## config.mk

```make
export PLATFORM = sky130hd
export DESIGN_NAME = egar_core
export DESIGN_NICKNAME = d
export VERILOG_FILES = /design/src/egar_pkg.sv /design/src/egar_core.sv
export SDC_FILE = /design/constraint.sdc
export NUM_CORES = 1
export LEC_CHECK = 0
export ABC_AREA = 1
export CORE_MARGIN = 2
export CORE_UTILIZATION = 65
export DETAILED_ROUTE_END_ITERATION = 6
export DONT_BUFFER_PORTS = 1
export PLACE_DENSITY = 0.84
export SETUP_SLACK_MARGIN = 0.2
export SYNTH_ARGS = -nofsm -noshare
export SYNTH_HDL_FRONTEND = slang
export SYNTH_SLANG_ARGS = --single-unit
export TNS_END_PERCENT = 50
```

## constraint.sdc

```tcl
create_clock -name clk -period 5.9 [get_ports clk]
set_input_delay 0.295 -clock clk [delete_from_list [all_inputs] [get_ports clk]]
set_output_delay 0.295 -clock clk [all_outputs]
set_load 0.01 [all_outputs]
```

## src/egar_pkg.sv

```systemverilog
package egar_pkg;

    localparam int SAMPLE_W = 16;
    localparam int ADDR_W   = 15;
    localparam int THRESH_W = 14;
    localparam int LIMIT_W  = 8;
    localparam int SKIP_W   = 13;
    localparam int CFG_IDX_W  = 2;
    localparam int CFG_DATA_W = 14;

    localparam logic [THRESH_W-1:0] THRESH_RESET = THRESH_W'(40);
    localparam logic [LIMIT_W-1:0]  LIMIT_RESET  = LIMIT_W'(45);
    localparam logic [SKIP_W-1:0]   SKIP_RESET   = SKIP_W'(768);
    localparam logic [LIMIT_W-1:0]  RUN_MAX      = {LIMIT_W{1'b1}};

    typedef enum logic [CFG_IDX_W-1:0] {
        REG_NOISE_THRESHOLD = 2'd0,
        REG_SILENCE_LIMIT   = 2'd1,
        REG_SKIP_SAMPLES    = 2'd2
    } cfg_reg_t;

    typedef enum logic {
        FUNC_START  = 1'b0,
        FUNC_SAMPLE = 1'b1
    } func_t;

    typedef enum logic {
        STOP_SILENCE = 1'b0,
        STOP_BUFFER  = 1'b1
    } stop_t;

    typedef struct packed {
        logic [LIMIT_W-1:0] silence_limit;
        logic [SKIP_W-1:0]  skip_samples;
    } cfg_t;

    typedef struct packed {
        logic                       write_enable;
        logic [ADDR_W-1:0]          write_address;
        logic signed [SAMPLE_W-1:0] write_data;
        logic                       frame_end;
        logic                       frame_silent;
        logic                       done_res;
        logic                       stop_reason;
        logic                       recording;
    } res_t;

endpackage

```

## src/egar_core.sv

```systemverilog
module egar_core import egar_pkg::*; #(
    parameter int FRAME_LEN      = 128,
    parameter int BUFFER_SAMPLES = 32767,
    parameter int BND_W          = THRESH_W + 1 + $clog2(4 * FRAME_LEN)
) (
    input  logic                       clk,
    input  logic                       rst_n,
    input  logic                       acc,
    input  logic                       func,
    input  logic signed [SAMPLE_W-1:0] sample,
    input  cfg_t                       cfg,
    input  logic [BND_W-1:0]           sil_bound,
    output res_t                       res
);

    localparam int POS_W = $clog2(FRAME_LEN);
    localparam int SUM_W = SAMPLE_W + $clog2(FRAME_LEN);
    localparam int CNT_W = $clog2(BUFFER_SAMPLES + 1);
    localparam int DIF_W = (CNT_W > ADDR_W) ? CNT_W : ADDR_W;
    localparam logic [POS_W-1:0] POS_LAST  = POS_W'(FRAME_LEN - 1);
    localparam logic [CNT_W-1:0] CNT_LIMIT = CNT_W'(BUFFER_SAMPLES);

    logic               active_reg, active_next;
    logic [POS_W-1:0]   pos_reg,    pos_next;
    logic [SUM_W-1:0]   sum_reg,    sum_next;
    logic [CNT_W-1:0]   cnt_reg,    cnt_next;
    logic [LIMIT_W-1:0] run_reg,    run_next;

    logic [SAMPLE_W-1:0] mag;
    logic [SUM_W-1:0]    sum_add;
    logic [CNT_W-1:0]    cnt_inc;
    logic [DIF_W-1:0]    addr_dif;
    logic [LIMIT_W-1:0]  run_inc;
    logic                last;
    logic                silent;

    // magnitude of the most negative sample still fits 16 bits unsigned
    assign mag      = sample[SAMPLE_W-1] ? (~sample + SAMPLE_W'(1)) : sample;
    assign sum_add  = sum_reg + SUM_W'(mag);
    assign cnt_inc  = cnt_reg + CNT_W'(1);
    assign addr_dif = DIF_W'(cnt_reg) - DIF_W'(cfg.skip_samples);
    assign run_inc  = (run_reg == RUN_MAX) ? RUN_MAX : run_reg + LIMIT_W'(1);
    assign last     = (pos_reg == POS_LAST);
    assign silent   = (BND_W'(sum_add) < sil_bound);

    always_comb
    begin
        active_next = active_reg;
        pos_next    = pos_reg;
        sum_next    = sum_reg;
        cnt_next    = cnt_reg;
        run_next    = run_reg;
        res         = '0;
        if (acc)
        begin
            if (func == FUNC_START)
            begin
                active_next = 1'b1;
                pos_next    = '0;
                sum_next    = '0;
                cnt_next    = '0;
                run_next    = '0;
            end
            else if (active_reg)
            begin
                if (DIF_W'(cnt_reg) >= DIF_W'(cfg.skip_samples))
                begin
                    res.write_enable  = 1'b1;
                    res.write_address = addr_dif[ADDR_W-1:0];
                    res.write_data    = sample;
                end
                cnt_next = cnt_inc;
                if (last)
                begin
                    res.frame_end = 1'b1;
                    pos_next      = '0;
                    sum_next      = '0;
                    if (silent)
                    begin
                        res.frame_silent = 1'b1;
                        run_next         = run_inc;
                        if (run_inc >= cfg.silence_limit)
                        begin
                            run_next     = '0;
                            res.done_res = 1'b1;
                        end
                    end
                    else
                    begin
                        run_next = '0;
                    end
                end
                else
                begin
                    pos_next = pos_reg + POS_W'(1);
                    sum_next = sum_add;
                end
                // silence stop takes precedence over buffer full
                if (!res.done_res && (cnt_inc >= CNT_LIMIT))
                begin
                    res.done_res    = 1'b1;
                    res.stop_reason = STOP_BUFFER;
                end
                active_next = !res.done_res;
            end
        end
        res.recording = active_next;
    end

    always_ff @(posedge clk or negedge rst_n)
    begin
        if (!rst_n)
        begin
            active_reg <= 1'b0;
            pos_reg    <= '0;
            sum_reg    <= '0;
            cnt_reg    <= '0;
            run_reg    <= '0;
        end
        else
        begin
            active_reg <= active_next;
            pos_reg    <= pos_next;
            sum_reg    <= sum_next;
            cnt_reg    <= cnt_next;
            run_reg    <= run_next;
        end
    end

    a_done_stops: assert property (@(posedge clk) disable iff (!rst_n)
        res.done_res |=> !active_reg)
        else $error("recording still active after a stop");

    a_start_clears: assert property (@(posedge clk) disable iff (!rst_n)
        (acc && func == FUNC_START) |=> (active_reg && cnt_reg == '0 && pos_reg == '0))
        else $error("start did not clear the counters");

    a_pos_range: assert property (@(posedge clk) disable iff (!rst_n)
        pos_reg <= POS_LAST)
        else $error("frame position beyond frame length");

    a_idle_hold: assert property (@(posedge clk) disable iff (!rst_n)
        (!active_reg && !(acc && func == FUNC_START)) |=> ($stable(cnt_reg) && !active_reg))
        else $error("counters moved while idle");

    a_count_cap: assert property (@(posedge clk) disable iff (!rst_n)
        active_reg |-> (cnt_reg < CNT_LIMIT))
        else $error("sample count reached buffer limit while recording");

endmodule

```

==> results list <==
* Total power after layout: 1430 uW
- Entering global routing, the biggest net connects 55 pins.
- Fillcell total: 828
* Crit path DAT: approximately 4.2 ns
- The first global-routing pass estimated approximately 23,000 um of wire.
* Most Frequent Cell on Critical Path: sky130_fd_sc_hd__nand2_1
* Clk buf depth: 2
- CTS tree: built
- Max Clock Skew: 0.0128 ns
* Slew at the pin closest to its max-slew limit: 0.712 ns
- By count the netlist is led by 204 x sky130_fd_sc_hd__nand2_1, 156 x sky130_fd_sc_hd__inv_1, 101 x sky130_fd_sc_hd__nor2_1.
- The H-tree was split into 2 levels.
- WL/cell: between 10 and 15 um
- Finish-stage setup viols: 0
* Part of the Yosys area used for sequential elements: 22.2%
* Antenna violation net count after detailed routing: 0
* Via density: about 5.6
- Most used DFF post-synth: sky130_fd_sc_hd__dfrtp_1
* Die extent in y: roughly 100 um
- Count of port buffers added during placement: 0
* Number of violations reported at the end of detailed-routing iteration 0: 250
- Proportion of netlist area held by the largest area contributor: 22.2%
* Sort of element at the start of the critical path: primary input
- The root buffer cell chosen for the clock tree is sky130_fd_sc_hd__clkbuf_8.
- STA classifies the critical path endpoint as an output pin.
- Shortest period the worst path allows: roughly 4.5 ns
* Critical path peak fanout: 5
* Source-to-sink clock delay at the later pin of the worst-skew pair: roughly 0.32 ns
- For this run, the total global-route usage over all layers was measured as between 20 and 30%.
* DRC violation count after routing: 0
- On the critical path, the stage with the largest delay is an instance of sky130_fd_sc_hd__ha_1.
* Worst Hold Class: in2reg
* Detailed Route WL: between 10,000 and 15,000 um
- The number of antenna violations at the first check in global routing is 0.
- The synthesized design contains 0 enable-type register cells.
- The die is about 100 um wide.
* Most frequent cell after synthesis: sky130_fd_sc_hd__nand2_1
* Share of post-route cells with drive strength above 1: under 10%
* Number of vias in the routed layout: about 5,800
- Clk sinks: 54
* Number of register bits inferred by synthesis: 54
- Each instance of the synthesized netlist takes up on average between 6 and 7 um^2.
* Sum of overflow across all layers after global routing: 0
- The first detailed-routing pass took 5 iterations.
- Clock Pin Slew Worst Setup and Hold Paths: roughly 0.1 ns
* Starting Density: about two thirds
* Flip-flop count of the largest register after layout: 23
* Syn_nets: about 1,100
* Leakage Power: 0.00338 uW
* Via count of the first global-routing pass: around 5,300
* CTS Buf Count: 5
- Critical path data required time: 5.61 ns
* Biggest area consumer among synthesized cells: sky130_fd_sc_hd__dfrtp_1
- The worst pin sits at a relative slew slack of approximately 52%.
- Outcome: finished, final reports clean
- End-of-flow core utilization: around two thirds
- Excluding fillers, the count of instances in the completed layout stands at roughly 1,000.
* Largest cells by area after synthesis: sky130_fd_sc_hd__dfrtp_1 22%, sky130_fd_sc_hd__ha_1 13%, sky130_fd_sc_hd__nand2_1 13%, sky130_fd_sc_hd__inv_1 9.6%, sky130_fd_sc_hd__nor2_1 6.2%
- Placed cell count: 1,024
- At the end of routability-driven placement, the weighted congestion stood at around 1.
- Achievable Freq: roughly 220 MHz
* Number of placement rows: 35
- Mapped Cells: 927
* ANT cells: 0
- Gates resized during post-CTS repair numbered 0.
* Number of distinct library cells after synthesis: between 40 and 50
- Tcrit/Tclk final: about three quarters
* Final Hold Fails: 0
- Max-Cap Viols: 0
- Compared with the post-synthesis result, the final layout area differs by 3.17%.
* IO Count: slightly above 100
- Max-slew violation count: 0
* Fin nets: ~1,100
- Tightest hold margin: 0.116 ns
* Setup repair after global routing missed its margin: no
- Area of the core: roughly 0.009 mm^2
- Setup TNS: 0 ns
- Share of synthesized flip-flops with an asynchronous set or reset: 100%
- DPL Wire Length: about 11,000 um
- The critical path is of the in2out type.
* Worst VDD drop: 0.174 mV
* Peak per-stage delay on the critical path: between 0.3 and 0.4 ns
- Power density normalized to cell area: about 230 mW/mm^2
- Yosys warns: 0
- Full die area: approximately 0.01 mm^2
- The cell area that synthesis handed to floorplanning was 0.00608 mm^2.
==> worst max-delay path, delay by kind of cell <==
| kind | cells | cell delay (ns) |
|---|---|---|
| adder cells (fa/ha/maj) | 3 | 0.79 |
| buffers and inverters | 3 | 0.18 |
| AO/OA/AOI/OAI | 2 | 0.38 |
| AND/OR/NAND/NOR | 21 | 2.42 |
| XOR/XNOR | 1 | 0.11 |
==> layer usage <==
metal	vias up	global-route usage [%]	wire [um]
li1	2972	-	-
met1	2580	37.1	6400
met2	173	49.0	6680
met3	27	3.61	636
met4	0	8.85	282
met5	-	0	0
==> metrics by stage <==
step                      instance area [um^2]  worst slack (ns)
after global placement                    6130              1.52
final                                     6270              1.44
after CTS                                 6270              1.46
after floorplan                           6080              2.00
after global routing                      6270             0.808
after detailed placement                  6130              1.48
==> layout make-up <==
class	instances	area (um^2)	area share, %
clock inverters	1	8.76	0.140
flip-flops and latches	54	1350	21.5
clock buffers	7	96.3	1.54
inverters	164	616	9.82
multi-input cells	694	4020	64.0
well taps	111	139	2.21
repair buffers	3	45.0	0.718
==> what timing repair did <==
action / CTS / global route
setup buffers: 0 / 0
setup endpoints to repair: 0 / 0
hold endpoints to repair: 54 / 0
hold buffers: 2 / 0
==> where the power goes <==
part	switching [uW]	internal (uW)
sequential	32.9	414
combinational	474	264
clock	134	108
total	640	786
==> kinds of logic (layout without fill, tap and decap cells) <==
family	after synthesis	count (layout)	share of synthesized area, %
buffers and inverters	179	175	11.7
and+or+nand+nor	457	457	33.9
adders and majority gates	66	66	13.8
xor gates and xnor gates	38	38	5.60
AOI/OAI and AO/OA	133	133	12.7
DFF	54	54	22.2
==> cell usage in the layout (no fill, tap or decap), types with 8 or more instances in the layout <==
cell,netlist,layout
sky130_fd_sc_hd__a21oi_1,49,49
sky130_fd_sc_hd__and2_1,9,9
sky130_fd_sc_hd__dfrtp_1,54,54
sky130_fd_sc_hd__ha_1,64,64
sky130_fd_sc_hd__inv_1,156,156
sky130_fd_sc_hd__inv_2,8,8
sky130_fd_sc_hd__nand2_1,204,204
sky130_fd_sc_hd__nand2_2,14,14
sky130_fd_sc_hd__nand3_1,55,55
sky130_fd_sc_hd__nand4_1,16,16
sky130_fd_sc_hd__nor2_1,101,101
sky130_fd_sc_hd__nor3_1,26,26
sky130_fd_sc_hd__o21ai_0,42,42
sky130_fd_sc_hd__o21ai_1,8,8
sky130_fd_sc_hd__o22ai_1,10,10
sky130_fd_sc_hd__xor2_1,32,32
==> final timing paths <==
check / startpoint / end / slack (ns) / cells after the start
setup / recovery: sample[1] / res[0] / 1.44 / 30
hold / removal: func / run_reg[0]$_DFFE_PN0P_ / 0.12 / 2
setup reg to reg: sum_reg[0]$_DFFE_PN0P_ / run_reg[7]$_DFFE_PN0P_ / 2.41 / 20
hold reg to reg: sum_reg[11]$_DFFE_PN0P_ / sum_reg[11]$_DFFE_PN0P_ / 0.51 / 2
max in group asynchronous: rst_n / run_reg[2]$_DFFE_PN0P_ / 5.15 / 2
min in group asynchronous: rst_n / cnt_reg[7]$_DFFE_PN0P_ / 0.48 / 2
No activity file was read; power rests on OpenSTA's default activity.
