===== src/egar_pkg.sv =====
package egar_pkg;

    localparam int SAMPLE_W = 16;
    localparam int ADDR_W   = 15;
    localparam int THRESH_W = 14;
    localparam int LIMIT_W  = 8;
    localparam int SKIP_W   = 13;
    localparam int CFG_IDX_W  = 2;
    localparam int CFG_DATA_W = 14;

    localparam logic [THRESH_W-1:0] THRESH_RESET = THRESH_W'(40);
    localparam logic [LIMIT_W-1:0]  LIMIT_RESET  = LIMIT_W'(45);
    localparam logic [SKIP_W-1:0]   SKIP_RESET   = SKIP_W'(768);
    localparam logic [LIMIT_W-1:0]  RUN_MAX      = {LIMIT_W{1'b1}};

    typedef enum logic [CFG_IDX_W-1:0] {
        REG_NOISE_THRESHOLD = 2'd0,
        REG_SILENCE_LIMIT   = 2'd1,
        REG_SKIP_SAMPLES    = 2'd2
    } cfg_reg_t;

    typedef enum logic {
        FUNC_START  = 1'b0,
        FUNC_SAMPLE = 1'b1
    } func_t;

    typedef enum logic {
        STOP_SILENCE = 1'b0,
        STOP_BUFFER  = 1'b1
    } stop_t;

    typedef struct packed {
        logic [LIMIT_W-1:0] silence_limit;
        logic [SKIP_W-1:0]  skip_samples;
    } cfg_t;

    typedef struct packed {
        logic                       write_enable;
        logic [ADDR_W-1:0]          write_address;
        logic signed [SAMPLE_W-1:0] write_data;
        logic                       frame_end;
        logic                       frame_silent;
        logic                       done_res;
        logic                       stop_reason;
        logic                       recording;
    } res_t;

endpackage


===== src/egar_cfg.sv =====
module egar_cfg import egar_pkg::*; #(
    parameter int FRAME_LEN = 128,
    parameter int BND_W     = THRESH_W + 1 + $clog2(4 * FRAME_LEN)
) (
    input  logic                  clk,
    input  logic                  rst_n,
    input  logic                  cfg_write,
    input  logic [CFG_IDX_W-1:0]  cfg_index,
    input  logic [CFG_DATA_W-1:0] cfg_data,
    output cfg_t                  cfg,
    output logic [BND_W-1:0]      sil_bound
);

    // silent when sum < (threshold + 1) * 4 * FRAME_LEN, i.e. sum / (4*FRAME_LEN) <= threshold
    localparam logic [BND_W-1:0] FRAME_DIV   = BND_W'(4 * FRAME_LEN);
    localparam logic [BND_W-1:0] BOUND_RESET = BND_W'((int'(THRESH_RESET) + 1) * 4 * FRAME_LEN);

    logic [BND_W-1:0]   bound_reg, bound_next;
    logic [LIMIT_W-1:0] limit_reg, limit_next;
    logic [SKIP_W-1:0]  skip_reg,  skip_next;

    always_comb
    begin
        bound_next = bound_reg;
        limit_next = limit_reg;
        skip_next  = skip_reg;
        if (cfg_write)
        begin
            case (cfg_index)
                REG_NOISE_THRESHOLD:
                    bound_next = BND_W'((BND_W'(cfg_data[THRESH_W-1:0]) + BND_W'(1)) * FRAME_DIV);
                REG_SILENCE_LIMIT:
                    limit_next = cfg_data[LIMIT_W-1:0];
                REG_SKIP_SAMPLES:
                    skip_next  = cfg_data[SKIP_W-1:0];
                default:
                    bound_next = bound_reg;
            endcase
        end
    end

    always_ff @(posedge clk or negedge rst_n)
    begin
        if (!rst_n)
        begin
            bound_reg <= BOUND_RESET;
            limit_reg <= LIMIT_RESET;
            skip_reg  <= SKIP_RESET;
        end
        else
        begin
            bound_reg <= bound_next;
            limit_reg <= limit_next;
            skip_reg  <= skip_next;
        end
    end

    assign cfg.silence_limit = limit_reg;
    assign cfg.skip_samples  = skip_reg;
    assign sil_bound         = bound_reg;

endmodule


===== config.mk =====
export PLATFORM = sky130hd
export DESIGN_NAME = egar_cfg
export DESIGN_NICKNAME = d
export VERILOG_FILES = /design/src/egar_pkg.sv /design/src/egar_cfg.sv
export SDC_FILE = /design/constraint.sdc
export NUM_CORES = 1
export LEC_CHECK = 0
export BUFFER_PORTS_ARGS = -buffer_cell sky130_fd_sc_hd__buf_2
export CAP_MARGIN = 20
export CORE_MARGIN = 4
export CORE_UTILIZATION = 30
export CTS_BUF_LIST = sky130_fd_sc_hd__clkbuf_4
export CTS_CLUSTER_SIZE = 10
export DETAILED_ROUTE_END_ITERATION = 7
export PLACE_DENSITY_LB_ADDON = 0.08
export SYNTH_ARGS = -nofsm -noshare
export SYNTH_HDL_FRONTEND = slang
export SYNTH_SLANG_ARGS = --single-unit

===== constraint.sdc =====
create_clock -name clk -period 0.88 [get_ports clk]
set_clock_uncertainty 0.1 [all_clocks]
set_input_delay 0.264 -clock clk [delete_from_list [all_inputs] [get_ports clk]]
set_output_delay 0.264 -clock clk [all_outputs]
set_load 0.01 [all_outputs]

==> results.md, run 1 <==
- Ports: 64
- Grt ovf: 0
- Filler Cell Count: around 450
- Synth warnings: 0
- Crit. End Element: primary output
- Global-route wire length before repair: a little over 7000 µm
- RePlAce Congestion: roughly 0.77
- CP Max Fanout: 2
- Largest net degree at the start of global routing: 37
- Synth Register Bits: 36
- Tmin final: 1.37 ns
- Layout area overhead: 69.1%
- P per Cell Area: approximately 1700 mW/mm²
- Hold WS: slightly above 0.06 ns
- Failing checks: setup timing
- Initial antenna violation count: 0
- Outcome: finished with violations
- Max Buffers Root-to-Sink: 2
- CP Launch Type: register
- Cell Area, Synth: between 0.0015 and 0.002 mm²
- Layout cell share with drive strength beyond 1: 68.0%
- Register area share after synthesis: about 55%
- Post-route ant nets: 0
- Pre-Repair DR Iteration Count: 4
- Die W: 82.2 µm
- Most common cell after layout, fill and taps aside: buf_4
- Commonest non-fill, non-tap cells in the layout: buf_4, buf_2, buf_6
- Maximum clock frequency: 728 MHz
- Yosys top cell area share: about 41%
- CP peak stage delay: between 0.5 and 0.6 ns
- Post-route DRC violation count: 0
- Finished Cell Area: approximately 0.0028 mm²
- Root Driver: clkbuf_4
- Vias in the first global route: 1517
- TritonCTS clock tree: yes
- DR iter-0 viols: 54
- Worst hold path class: in2reg
- Buffers on Ports: 54
- WS Path Type: reg2out
- Max-slew violation count: 0
- CP max stage cell: dfstp_2
- Yosys top cell by area: dfrtp_1
- Site Rows: 26
- Synth unique cells: 25
- Cells after synthesis: around 150
- Hpwl dp: around 3200 µm
- RSZ-0062 raised after global routing: true
- Final setup violation count: 63
- DP Area: ~0.0022 mm²
- Clock latency on the worst-skew pair: between 0.3 and 0.4 ns
- Antenna cells: 0
- Vias per cell: around 4.5
- CP Buf/Inv Count: 1
- Routed wire per std cell: between 10 and 15 µm
- Total GRT Usage: around 14%
- Lkg Pwr: approximately 1.4 nW
- CTS HTree Levels: 2
- Die area: between 0.006 and 0.007 mm²
- Die Y: 82.2 µm
- Count of maximum capacitance violations: 0
- Max FFs per register: 15
- Total CTS buffers: 5
- Number of flops mapped to enable cells by yosys: 0
- CP arrival: between 1 and 1.5 ns
- Delay-heaviest family, CP: flip-flops
- Period utilization: 156%
- Fin Setup TNS: -15.92 ns
- CTS clk-pin slew, worst paths: between 0.1 and 0.15 ns
- Mapped Avg Cell Area: approximately 11 µm²
- Final Hold Fails: 0
- CTS sink cnt: 36
- Max rail drop VDD: 0.000952 V
- Final core utilization: approximately 54%
- Total wire length: 4620 µm
- Area contributors post-synth: dfrtp_1, dfstp_2, mux2_2, nand2_1, xnor2_1
- Synth async-reset ratio: between 90% and 100%
- Final #Nets: around 270
- Total number of vias: 1448
- Core Area: approximately 0.0052 mm²
- Initial Utilization: 31.7%
- Final worst slack: -0.494 ns
- Worst path cell trace: buf_6
- Req. time, crit path: 0.52 ns
- Ys flop type: dfrtp_1
==> final timing paths <==
kind	start	endpoint	slack, ns	cells past startpoint
worst max register to register	skip_reg[6]$_DFFE_PN0P_	skip_reg[6]$_DFFE_PN0P_	-0.09	2
min in group asynchronous	rst_n	limit_reg[1]$_DFFE_PN0P_	0.30	3
max in group asynchronous	rst_n	limit_reg[5]$_DFFE_PN1P_	0.12	3
worst min-delay path	cfg_data[0]	sil_bound[9]$_DFFE_PN1P_	0.06	3
worst min register to register	limit_reg[5]$_DFFE_PN1P_	limit_reg[5]$_DFFE_PN1P_	0.40	2
worst max-delay path	sil_bound[12]$_DFFE_PN1P_	sil_bound[12]	-0.49	1
==> per-layer routing <==
layer	track usage, %	part of all wire, %
met2	25.2	52
met3	4.23	6.2
met5	0	0
met4	5.48	1.5
met1	16.0	40
==> where the power goes <==
group | internal [mW] | switching [mW]
logic | 0.951 | 0.649
registers | 2.00 | 0.181
clock network | 0.369 | 0.541
total | 3.32 | 1.37
==> through the flow <==
stage	setup WS (ns)	power, mW	std cells
final	-0.494	4.69	323
after global routing	-0.528	4.98	323
after CTS	-0.487	4.43	311
after detailed placement	-0.533	3.26	292
after global placement	-0.508	3.23	292
after floorplan	-0.407	2.70	153
==> cells in the mapped netlist (3+ instances only) <==
| cell | number |
|---|---|
| dfrtp_1 | 27 |
| nand2_1 | 19 |
| mux2_2 | 18 |
| buf_4 | 9 |
| dfstp_2 | 9 |
| o21ai_1 | 9 |
| xnor2_1 | 8 |
| o21ai_0 | 7 |
| nand4_1 | 6 |
| buf_2 | 5 |
| nand3_1 | 5 |
| xor2_1 | 4 |
| nor2_1 | 3 |
| nor3_1 | 3 |
==> cell families after synthesis <==
kind of cell               synth area share, %
AOI/OAI and AO/OA                         5.38
xor gates and xnor gates                  6.36
adders and majority gates                0.757
buffers and inverters                     6.29
DFF                                       55.2
muxes                                     13.0
other                                    0.227
and+or+nand+nor                           12.8
==> final cells by class <==
cell class | instances | area (µm²) | share of cell area [%]
Sequential cell | 36 | 912 | 32.7
Inverter | 2 | 7.51 | 0.269
Tap cell | 70 | 87.6 | 3.14
Clock inverter | 1 | 3.75 | 0.134
Multi-Input combinational cell | 100 | 841 | 30.1
Timing Repair Buffer | 107 | 888 | 31.8
Clock buffer | 7 | 52.6 | 1.88
==> timing repair <==
action                                  CTS  global route
endpoints found under the hold margin    35             0
endpoints found under the setup margin   54            61
cloned                                    1             0
pin swaps                                17            15
gates resized for setup                  40            50
setup buffers                             9            12
hold buffers                              1             0
==> worst register-to-register path: stages (launching register included) <==
cell,delay [ns]
dfrtp_1,0.40
buf_6,0.12
mux2_4,0.25
Note: power is estimated with default switching activity, not from simulation.
==> inputs of run 2 (changes only) <==
Settings changed: BUFFER_PORTS_ARGS -buffer_cell sky130_fd_sc_hd__buf_2 to -buffer_cell sky130_fd_sc_hd__clkbuf_2, CORE_UTILIZATION 30 to 45.
==> results.md, run 2 (synthesis gave the netlist of run 1 again) <==
- Max Buffers Root-to-Sink: 2
- RSZ-0062 raised after global routing: true
- Met1 usage: 26.7%
- CP arrival: 1.01 ns
- Commonest non-fill, non-tap cells in the layout: clkbuf_2, buf_4, dfrtp_1
- Worst Hold Endpoint: sil_bound[23]$_DFFE_PN0P_
- WS Path Type: reg2out
- Core Area: between 0.003 and 0.004 mm²
- CP peak stage delay: 0.57 ns
- TritonCTS clock tree: yes
- Pint: around 3.2 mW
- R2R Setup Slk: -0.10 ns
- CP Launch Type: register
- Total number of vias: 1429
- Crit. End Element: primary output
- Count of maximum capacitance violations: 0
- Worst hold path depth: 3
- Pre-Repair DR Iteration Count: 4
- Global-route wire length before repair: 6980 µm
- Reg-to-Reg End: skip_reg[11]$_DFFE_PN0P_
- Max rail drop VDD: about 0.0013 V
- Period utilization: 156%
- Sw Ratio: between 20 and 30%
- CP Buf/Inv Count: 1
- Finished Cell Area: approximately 0.0026 mm²
- Met3 Usage GRT: under 10%
- CP max stage cell: dfstp_2
- Hold WS: a little under 0.1 ns
- Sequential Power Share: between 40% and 50%
- Max-slew violation count: 0
- Lkg Pwr: 1.27 nW
- CP Max Fanout: 2
- P per Cell Area: roughly 1700 mW/mm²
- Post-route ant nets: 0
- CTS HTree Levels: 2
- Layout area overhead: 59.3%
- Vias per cell: 4.83
- Initial antenna violation count: 0
- Failing checks: setup timing
- CTS sink cnt: 36
- Met2 GRT Util: 32.7%
- Antenna cells: 0
- Total wire length: approximately 4200 µm
- Req. time, crit path: roughly 0.52 ns
- Final worst slack: -0.494 ns
- CTS clk-pin slew, worst paths: approximately 0.11 ns
- Routed wire per std cell: approximately 14 µm
- Die Y: around 70 µm
- Tmin final: around 1.4 ns
- Outcome: finished with violations
- Worst reg-to-reg path cell count: 2
- Post-route DRC violation count: 0
- Filler Cell Count: 233
- Final setup violation count: 57
- DR iter-0 viols: 91
- Vias in the first global route: around 1500
- Total GRT Usage: roughly 20%
- Ports: 64
- Clock latency on the worst-skew pair: around 0.33 ns
- Most common cell after layout, fill and taps aside: clkbuf_2
- Max FFs per register: 15
- Final core utilization: about three quarters
- FF+latch area: about 910 µm²
- Clock share of power: around a fifth
- Total CTS buffers: 5
- Final Hold Fails: 0
- Die W: 68.6 µm
- Delay-heaviest family, CP: flip-flops
- Layout cell share with drive strength beyond 1: 64.0%
- Hpwl dp: ~3000 µm
- Die area: 0.00470 mm²
- Multi-input gate area: between 700 and 800 µm²
- Total power: 4.50 mW
- RePlAce Congestion: 0.776
- Maximum clock frequency: 728 MHz
- GR peak layer: met2
- Largest net degree at the start of global routing: 37
- Origin of the worst min-delay path: cfg_data[13]
- Fin Setup TNS: -15.11 ns
- Final #Nets: ~270
- Root Driver: clkbuf_4
- Initial Utilization: a little under half
- Site Rows: 21
- DP Area: ~0.0022 mm²
- Gate power share: 32.7%
- Buffers on Ports: 54
- Worst hold path class: in2reg
- NetSw: approximately 1.3 mW
- Critical R2R Launch: skip_reg[11]$_DFFE_PN0P_
- Worst path cell trace: buf_6
- Grt ovf: 0
[run 2: cell count changes in the layout (fill, tap and decap cells not counted), sizes merged]
| cell | change |
|---|---|
| clkbuf | +40 |
| clkinvlp | +1 |
| buf | -45 |
| or3b | +1 |
[run 2: final cells by class]
type / instances / share of cell area [%]
tap: 46 / 2.19
sequential: 36 / 34.7
inverter: 2 / 0.285
timing repair buffer: 103 / 31.4
clock inverter: 2 / 0.428
clock buffer: 6 / 1.71
multi-input combinational: 101 / 29.3
[run 2: worst max path at each step]
stage | start | end | slack, ns | cells past startpoint
after detailed placement | cfg_data[1] | sil_bound[22]$_DFFE_PN0P_ | -0.56 | 6
after global routing | limit_reg[5]$_DFFE_PN1P_ | cfg[18] | -0.53 | 1
final | limit_reg[5]$_DFFE_PN1P_ | cfg[18] | -0.49 | 1
after global placement | cfg_data[0] | sil_bound[21]$_DFFE_PN0P_ | -0.52 | 6
after floorplan | cfg_index[1] | sil_bound[10]$_DFFE_PN0P_ | -0.41 | 3
after CTS | limit_reg[5]$_DFFE_PN1P_ | cfg[18] | -0.52 | 1
[run 2: stage by stage]
stage / setup WS [ns] / std cells
after floorplan: -0.407 / 153
after global placement: -0.518 / 269
after detailed placement: -0.557 / 269
after CTS: -0.522 / 288
after global routing: -0.530 / 296
final: -0.494 / 296
[run 2: power by group through the flow]
stage	combinational [mW]	sequential, mW	clock, mW
after global routing	1.60	2.20	0.967
final	1.47	2.17	0.859
after CTS	1.26	2.15	0.879
after floorplan	0.397	2.31	0
after global placement	1.05	2.16	0
after detailed placement	1.08	2.18	0
[run 2: routing by layer]
metal  vias to the layer above  routed length (µm)  share of wire (%)
met5                         -                   0                  0
met4                         0                  76                1.8
met3                         8                 302                7.1
met2                        50                2040                 48
met1                       680                1830                 43
li1                        691                   -                  -
[run 2: what timing repair did]
| action | 4_1_cts | 5_1_grt |
|---|---|---|
| hold buffers | 1 | 0 |
| hold endpoints to repair | 36 | 0 |
| gates cloned | 2 | 0 |
| endpoints found under the setup margin | 51 | 65 |
| gates resized for setup | 37 | 38 |
| pin swaps | 21 | 11 |
| setup buffers | 8 | 9 |
==> inputs of run 3 (changes only) <==
Settings changed: CORE_UTILIZATION 45 to 33.
==> results.md, run 3 (synthesis gave the netlist of run 1 again) <==
- Outcome: finished with violations
- Failing checks: setup timing
- Fin Setup TNS: -15.21 ns
- Final core utilization: between 50% and 60%
- Total number of vias: 1394
- Vias per cell: about 4.4
- Fin cells: roughly 320
- Site Rows: 25
- Delay-heaviest family, CP: flip-flops
- CP Max Fanout: 2
- DP Cell Count: 290
- Post-route DRC violation count: 0
- CP arrival: 1.01 ns
- Worst setup path startpoint: sil_bound[14]$_DFFE_PN1P_
- Post-route ant nets: 0
- Period utilization: 156%
- P per Cell Area: about 1700 mW/mm²
- DP Area: roughly 0.0022 mm²
- Die Y: a little under 80 µm
- Critical R2R Launch: skip_reg[3]$_DFFE_PN0P_
- Routed wire per std cell: between 10 and 15 µm
- Count of maximum capacitance violations: 0
- RePlAce Congestion: 0.781
- CP Launch Type: register
- Max Buffers Root-to-Sink: 2
- Core Area: about 0.0048 mm²
- Antenna cells: 0
- Final setup violation count: 52
- Total wire length: roughly 4200 µm
- CTS clk-pin slew, worst paths: between 0.1 and 0.15 ns
- Final #Nets: 269
- Maximum clock frequency: a little over 700 MHz
- Final worst slack: -0.496 ns
- Layout area overhead: 64.8%
- WS Path Type: reg2out
- Finished Cell Area: approximately 0.0027 mm²
- Total power: approximately 4.6 mW
- Most common cell after layout, fill and taps aside: clkbuf_2
- Max-slew violation count: 0
- Worst hold path class: in2reg
- Global-route wire length before repair: approximately 7000 µm
- Max rail drop VDD: 0.000959 V
- Pre-Repair DR Iteration Count: 4
- Total GRT Usage: between 10% and 20%
- Req. time, crit path: 0.52 ns
- Final Hold Fails: 0
- CTS sink cnt: 36
- Initial antenna violation count: 0
- Largest net degree at the start of global routing: 37
- Setup slack after placement: -0.559 ns
- CTS HTree Levels: 2
- Worst path cell trace: buf_6
- Vias in the first global route: between 1500 and 2000
- Grt ovf: 0
- Root Driver: clkbuf_4
- Layout cell share with drive strength beyond 1: roughly two thirds
- RSZ-0062 raised after global routing: true
- Initial Utilization: 34.5%
- Origin of the worst min-delay path: cfg_data[13]
- Tmin final: roughly 1.4 ns
- Hpwl dp: roughly 3100 µm
- Commonest non-fill, non-tap cells in the layout: clkbuf_2, buf_4, dfrtp_1
- Max FFs per register: 15
- CP peak stage delay: around 0.57 ns
- Lkg Pwr: 1.32 nW
- Die area: 0.00620 mm²
- Die W: slightly below 80 µm
- Total CTS buffers: 5
- CP max stage cell: dfstp_2
- Clock latency on the worst-skew pair: between 0.3 and 0.4 ns
- TritonCTS clock tree: yes
- DR iter-0 viols: 25
- CP Buf/Inv Count: 1
- Hold WS: a little under 0.08 ns
- Ports: 64
- Crit. End Element: primary output
- Buffers on Ports: 54
==> run 3: cell count changes in the layout (fill, tap and decap cells not counted), sizes merged <==
cell / previous run / this run
clkinvlp: 1 / 2
or3b: 2 / 1
buf: 61 / 60
clkbuf: 47 / 48
==> run 3: path summary, 6_finish.rpt <==
path,to,slack (ns),depth (start not counted)
setup / recovery,sil_bound[14],-0.50,1
min in group asynchronous,skip_reg[2]$_DFFE_PN0P_,0.30,3
hold reg to reg,sil_bound[12]$_DFFE_PN1P_,0.38,2
hold / removal,sil_bound[23]$_DFFE_PN0P_,0.08,3
setup reg to reg,skip_reg[3]$_DFFE_PN0P_,-0.08,2
max in group asynchronous,skip_reg[9]$_DFFE_PN1P_,0.13,3
==> run 3: cell type report <==
type / count / area (µm²)
Clock buffer: 5 / 37.5
Clock inverter: 3 / 23.8
Fill cell: 425 / 2060
Inverter: 2 / 7.51
Multi-Input combinational cell: 100 / 822
Sequential cell: 36 / 912
Tap cell: 67 / 83.8
Timing Repair Buffer: 104 / 836
==> run 3: what timing repair did <==
item                       CTS  global route
setup endpoints to repair   51            59
gates resized for setup     33            52
hold endpoints to repair    36             0
pin swaps                   23            12
gates cloned                 2             0
buffers inserted            12             7
hold buffers                 1             0
==> run 3: report_power, final <==
group | internal [mW] | switching (mW)
sequential | 2.00 | 0.174
combinational | 0.843 | 0.623
clock | 0.314 | 0.603
total | 3.15 | 1.40
==> run 3: per-layer routing <==
metal | track usage [%] | vias to the layer above | wire length (µm)
li1 | - | 691 | -
met1 | 16.7 | 656 | 1760
met2 | 24.4 | 43 | 2110
met3 | 5.90 | 4 | 341
met4 | 4.55 | 0 | 40
met5 | 0 | - | 0
==> run 3: worst reg2reg max path: stages, from the launching register on <==
cell     delay [ns]
dfrtp_1        0.40
buf_6          0.12
mux2_4         0.24
